[src/rtl/kct_pkg.sv]
// ----------------------------------------------------------------------------
// kct_pkg
// Types and constants shared by the keyed counter table and its cells.
// ----------------------------------------------------------------------------
package kct_pkg;

    localparam int TABLE_ENTRIES_DEFAULT = 64;
    localparam int KEY_W   = 31;
    localparam int COUNT_W = 31;

    localparam logic [COUNT_W-1:0] COUNT_MAX = '1;

    typedef enum logic [1:0]
    {
        MODE_ADD = 2'd0,
        MODE_GET = 2'd1,
        MODE_SET = 2'd2,
        MODE_NOP = 2'd3
    } mode_t;

    typedef enum logic [1:0]
    {
        ST_OK     = 2'd0,
        ST_NEG    = 2'd1,
        ST_FULL   = 2'd2,
        ST_ABSENT = 2'd3
    } status_t;

    typedef struct packed
    {
        mode_t               mode;
        logic [KEY_W-1:0]    key;
        logic [COUNT_W-1:0]  cnt;
    } op_t;

    typedef struct packed
    {
        logic [COUNT_W-1:0]  count;
        status_t             status;
    } res_t;

endpackage

[src/rtl/kct_cell.sv]
// ----------------------------------------------------------------------------
// kct_cell
// One table entry. Resolves the operation passing by when the key matches or
// the entry is free, otherwise registers it and hands it to the next cell.
// ----------------------------------------------------------------------------
module kct_cell
(
    input  logic           clk,
    input  logic           rst_n,
    input  logic           op_valid_in,
    input  kct_pkg::op_t   op_in,
    output logic           op_valid_out,
    output kct_pkg::op_t   op_out,
    output logic           done,
    output kct_pkg::res_t  res,
    output logic           entry_valid
);
    import kct_pkg::*;

    logic                valid_reg;
    logic                valid_next;
    logic [KEY_W-1:0]    key_reg;
    logic [KEY_W-1:0]    key_next;
    logic [COUNT_W-1:0]  count_reg;
    logic [COUNT_W-1:0]  count_next;
    logic                pass_reg;
    logic                pass_next;
    op_t                 op_reg;

    always_comb
    begin
        valid_next = valid_reg;
        key_next   = key_reg;
        count_next = count_reg;
        pass_next  = 1'b0;
        done       = 1'b0;
        res.count  = '0;
        res.status = ST_OK;
        if (op_valid_in)
        begin
            if (valid_reg && key_reg == op_in.key)
            begin
                done = 1'b1;
                unique case (op_in.mode)
                    MODE_ADD:
                    begin
                        if (count_reg != COUNT_MAX)
                        begin
                            count_next = count_reg + COUNT_W'(1);
                        end
                        res.count = count_next;
                    end
                    MODE_GET: res.count = count_reg;
                    MODE_SET: count_next = op_in.cnt;
                    default:  res.status = ST_OK;
                endcase
            end
            else if (!valid_reg)
            begin
                // valid entries form a prefix, so the key lives nowhere further on
                done = 1'b1;
                unique case (op_in.mode)
                    MODE_ADD:
                    begin
                        valid_next = 1'b1;
                        key_next   = op_in.key;
                        count_next = COUNT_W'(1);
                        res.count  = COUNT_W'(1);
                    end
                    MODE_GET: res.status = ST_ABSENT;
                    MODE_SET:
                    begin
                        valid_next = 1'b1;
                        key_next   = op_in.key;
                        count_next = op_in.cnt;
                    end
                    default:  res.status = ST_OK;
                endcase
            end
            else
            begin
                pass_next = 1'b1;
            end
        end
    end

    always_ff @(posedge clk or negedge rst_n)
    begin
        if (!rst_n)
        begin
            valid_reg <= 1'b0;
            pass_reg  <= 1'b0;
        end
        else
        begin
            valid_reg <= valid_next;
            pass_reg  <= pass_next;
        end
    end

    always_ff @(posedge clk)
    begin
        key_reg   <= key_next;
        count_reg <= count_next;
        op_reg    <= op_in;
    end

    assign op_valid_out = pass_reg;
    assign op_out       = op_reg;
    assign entry_valid  = valid_reg;

endmodule

[config.mk]
export PLATFORM = sky130hd
export DESIGN_NAME = kct_cell
export DESIGN_NICKNAME = d
export VERILOG_FILES = /design/src/rtl/kct_pkg.sv /design/src/rtl/kct_cell.sv
export SDC_FILE = /design/constraint.sdc
export NUM_CORES = 1
export LEC_CHECK = 0
export BUFFER_PORTS_ARGS = -buffer_cell sky130_fd_sc_hd__buf_2
export CAP_MARGIN = 20
export CORE_MARGIN = 10
export CORE_UTILIZATION = 40
export CTS_CLUSTER_SIZE = 16
export DETAILED_ROUTE_END_ITERATION = 12
export GPL_TIMING_DRIVEN = 0
export SYNTH_ARGS = -nofsm -noshare
export SYNTH_HDL_FRONTEND = slang
export SYNTH_SLANG_ARGS = --single-unit
[constraint.sdc]
create_clock -name clk -period 4 [get_ports clk]
set_input_delay 0.2 -clock clk [delete_from_list [all_inputs] [get_ports clk]]
set_output_delay 0.2 -clock clk [all_outputs]
set_load 0.01 [all_outputs]
==> results <==
- The width of the die is 136 µm.
- The maximum number of pins on one net before global-route repair is 32.
- The initial cell density of the core is 40.8%.
- The buffer count from post-CTS setup fixing is 0.
- After Yosys synthesis, XOR and XNOR cells account for 13.9% of the synthesized area.
- The required time at the endpoint of the critical path is 3800 ps.
- Setup violations remaining at the end of the flow were counted as 0.
- After clock tree synthesis, the clock-pin slew on the worst setup and hold paths is ~50 ps.
- In this run the power density over the cells is 404 mW/mm².
- In this run the worst hold path is classified as in -> reg.
- The post-route netlist has 29.7% of its cells at a drive strength greater than 1.
- The number of failing hold endpoints at the final stage is 0.
- The arrival time of the worst setup path is 3320 ps.
- The commonest non-fill, non-tap cell in the layout is buf_2.
- The maximum level of the CTS H-tree is 4.
- Setup repair after global routing left no endpoint under its margin.
- The run finished with clean final reports.
- In this run the worst path has a maximum fanout of 10.
- The fill cell instance count of the final layout is roughly 1200.
- After detailed routing, the number of remaining DRC violations is 0.
- At the end of the flow, the number of nets in the layout was 819.
- The placer's final routability congestion estimate is 0.908.
- The register bit count reported by yosys is 128.
- Summing the areas of all and, or, nand and nor instances in the mapped netlist gives 19.0% of the synthesized area.
- The number of hold buffers added after CTS was 65.
- For this run the aggregate overflow at the end of global routing stands at 0.
- In the routed layout, each cell is associated on average with a via count of 4.81.
- The number of flip-flops in the largest register is 64.
- The worst ir drop on vdd is 0.000272 V.
- The main combinational cell family by area after synthesis is simple AND/OR/NAND/NOR gates.
- The count of antenna diodes in the layout is 0.
- The headroom to the max-slew limit is roughly 37%.
- Row generation in the floorplan step produced 42 rows.
- The worst setup path is captured at an output pin.
- The post-synthesis mux area share is 0.370%.
- The synthesized netlist devotes around 4.6% of its cell area to compound gates.
- Of the available clock period, the critical path in the final layout requires 88.1%.
- The length of the first detailed-routing pass in iterations is 4.
- Once placement finished, the instance area stood at about 0.0065 mm².
- STA classifies the critical path startpoint as an input port.
- The cell sitting at the root of the clock tree is a clkbuf_16.
- With fillers left out, the area of the finished cells amounts to 0.00775 mm².
- Counting every sink on the clock net gives ~130.
- The static power due to leakage is 3.05 nW.
- In this run the standard cell core region covers approximately 0.013 mm².
- The via count of the first global-routing pass is 4790.
- The number of gates resized after cts is 0.
- Yosys printed 0 warnings.
- The sum of negative setup slack is 0 ps.
- The slew at the pin with the worst max-slew slack is roughly 950 ps.
- The HPWL after detailed placement is 11200 µm.
- The multi-input combinational cells in the finished layout cover a total of 0.00207 mm².
- The design draws about 3.1 mW.
- Based on the critical path, the design can be clocked at up to approximately 0.28 GHz.
- The share of synthesized area occupied by flip-flops and latches is 59.0%.
- Max-cap violations in this run came to 0.
- In the final routed layout, each cell accounts on average for 16.7 µm.
- Of the total synthesized cell area, the portion taken by full adders, half adders and majority gates is 0.231%.
- The total die area is ~0.019 mm².
- The final setup skew is 6.30 ps.
- The number of slew-limit violations in the final report came to 0.
- Detailed routing inserted a total of 4519 vias.
- The later pin in the worst-skew pair is clocked with a latency of 420 ps.
- The post-synth net total is 568.
- The number of distinct library cell variants in the gate-level netlist after synthesis is 46.
- The total standard cell area after synthesis is between 0.005 and 0.006 mm².
- No sink is reached through more buffers than the 2 on the longest clock path.
- In this run the mean area of a mapped cell was 10.8 µm².
- The area used by sequential logic in the layout is 0.00319 mm².
- Global routing consumed, over all layers together, 17.2% of the routing resources.
- The number of placed I/O pins is about 170.
- The first global-routing pass estimated 25000 µm of wire.
- The smallest clock period supported by the final layout is computed as ~3500 ps.
- The detail route stage leaves a number of antenna-violating nets equal to 0.
- The die extent in y is 136 µm.
- TritonCTS created 17 clock buffers.
- The cell count after synthesis is 500.
- The number of buffer cells added on primary ports is 166.
- The initial antenna violation count was 0.
- For this block, the routed nets add up to 15700 µm of wire.
- TritonCTS built the clock tree.
- The type of the setup path with the least slack is in -> out.
- In this run, the number of DRC markers left after iteration 0 of detailed routing was 277.
- The synthesis-to-finish area growth is 43.2%.
- Leaving out fill and tap cells, the most frequent cells in the layout are 175 x buf_2, 65 x dlygate4sd3_1, 64 x dfxtp_1, 62 x edfxtp_1, 60 x nor2_1.
- The share of the core filled with cells is 58.5%.
-- per-layer routing --
| layer | vias up | GRT usage [%] | wire (µm) |
|---|---|---|---|
| met2 | 148 | 28.3 | 7830 |
| met3 | 21 | 5.31 | 1130 |
| met5 | - | 0 | 0 |
| li1 | 2243 | - | - |
| met4 | 0 | 7.57 | 310 |
| met1 | 2107 | 20.3 | 6470 |
-- report_power, final --
part | switching [mW] | total, mW | internal, mW
combinational | 0.0940 | 0.199 | 0.105
clock | 0.579 | 1.52 | 0.939
sequential | 0.00702 | 1.41 | 1.41
-- stage by stage --
| step | cells | hold WS [ps] | worst slack [ps] |
|---|---|---|---|
| after floorplan | 500 | -95.6 | 859 |
| after global placement | 842 | -14.2 | -249 |
| after detailed placement | 843 | -12.6 | 924 |
| after CTS | 940 | 34.6 | 505 |
| after global routing | 940 | 73.6 | 277 |
| final | 940 | 51.0 | 476 |
-- cells in the mapped netlist (all sizes together) --
cell    number  area share [%]
dfxtp       64              24
nor2        64             4.6
edfxtp      62              34
xnor2       58             9.4
nand2       46             3.2
o21ai       35             3.2
xor2        28             4.5
nand4       21             2.7
clkbuf      20             1.4
nor3        17             1.7
nor4        15             1.9
nand3       14             1.3
buf         13             1.2
or4          8             1.4
a21oi        4            0.37
nand2b       4            0.46
or3          4            0.51
nor2b        3            0.35
dfrtp        2            0.93
inv          2            0.14
mux2i        2            0.37
nand4b       2            0.32
a211oi       1            0.14
a21o         1            0.14
a31oi        1            0.12
and2         1            0.12
and3         1            0.12
and4         1            0.16
ha           1            0.23
nor3b        1            0.14
o211ai       1            0.23
o22a         1            0.16
o32ai        1            0.16
or2          1            0.12
-- path summary, 6_finish.rpt --
check | endpoint | cells past startpoint | startpoint | slack (ps)
min | op_valid_out | 2 | op_valid_in | 50
min in group asynchronous | op_valid_out | 2 | rst_n | 140
min reg2reg | entry_valid | 1 | entry_valid | 640
max | res[20] | 10 | op_in[48] | 480
max in group asynchronous | entry_valid | 2 | rst_n | 3770
max reg2reg | count_reg[4] | 6 | key_reg[17] | 1000
-- cells by family (layout without fill, tap and decap cells) --
family | count (synthesis) | after routing
mux | 2 | 2
simple gates | 203 | 203
compound gates | 45 | 45
xor+xnor | 86 | 86
fa+ha+maj | 1 | 1
flops | 128 | 128
buf+inv | 35 | 299
-- worst max-delay path, stage by stage --
cell and delay, ps:
dlygate4sd3_1 540, buf_2 140, xor2_1 150, nor4_1 390, nand4_1 230, nor4_1 530
nand4b_1 350, clkbuf_1 350, nor2_1 270, buf_2 180
-- layout make-up --
type,instances,area share [%]
flip-flops and latches,128,41.2
multi-input cells,337,26.7
repair buffers,232,19.5
clock buffers,24,6.90
well taps,176,2.84
plain buffers,33,1.87
clock inverters,8,0.840
inverters,2,0.0969
Note: power is estimated with default switching activity, not from simulation.
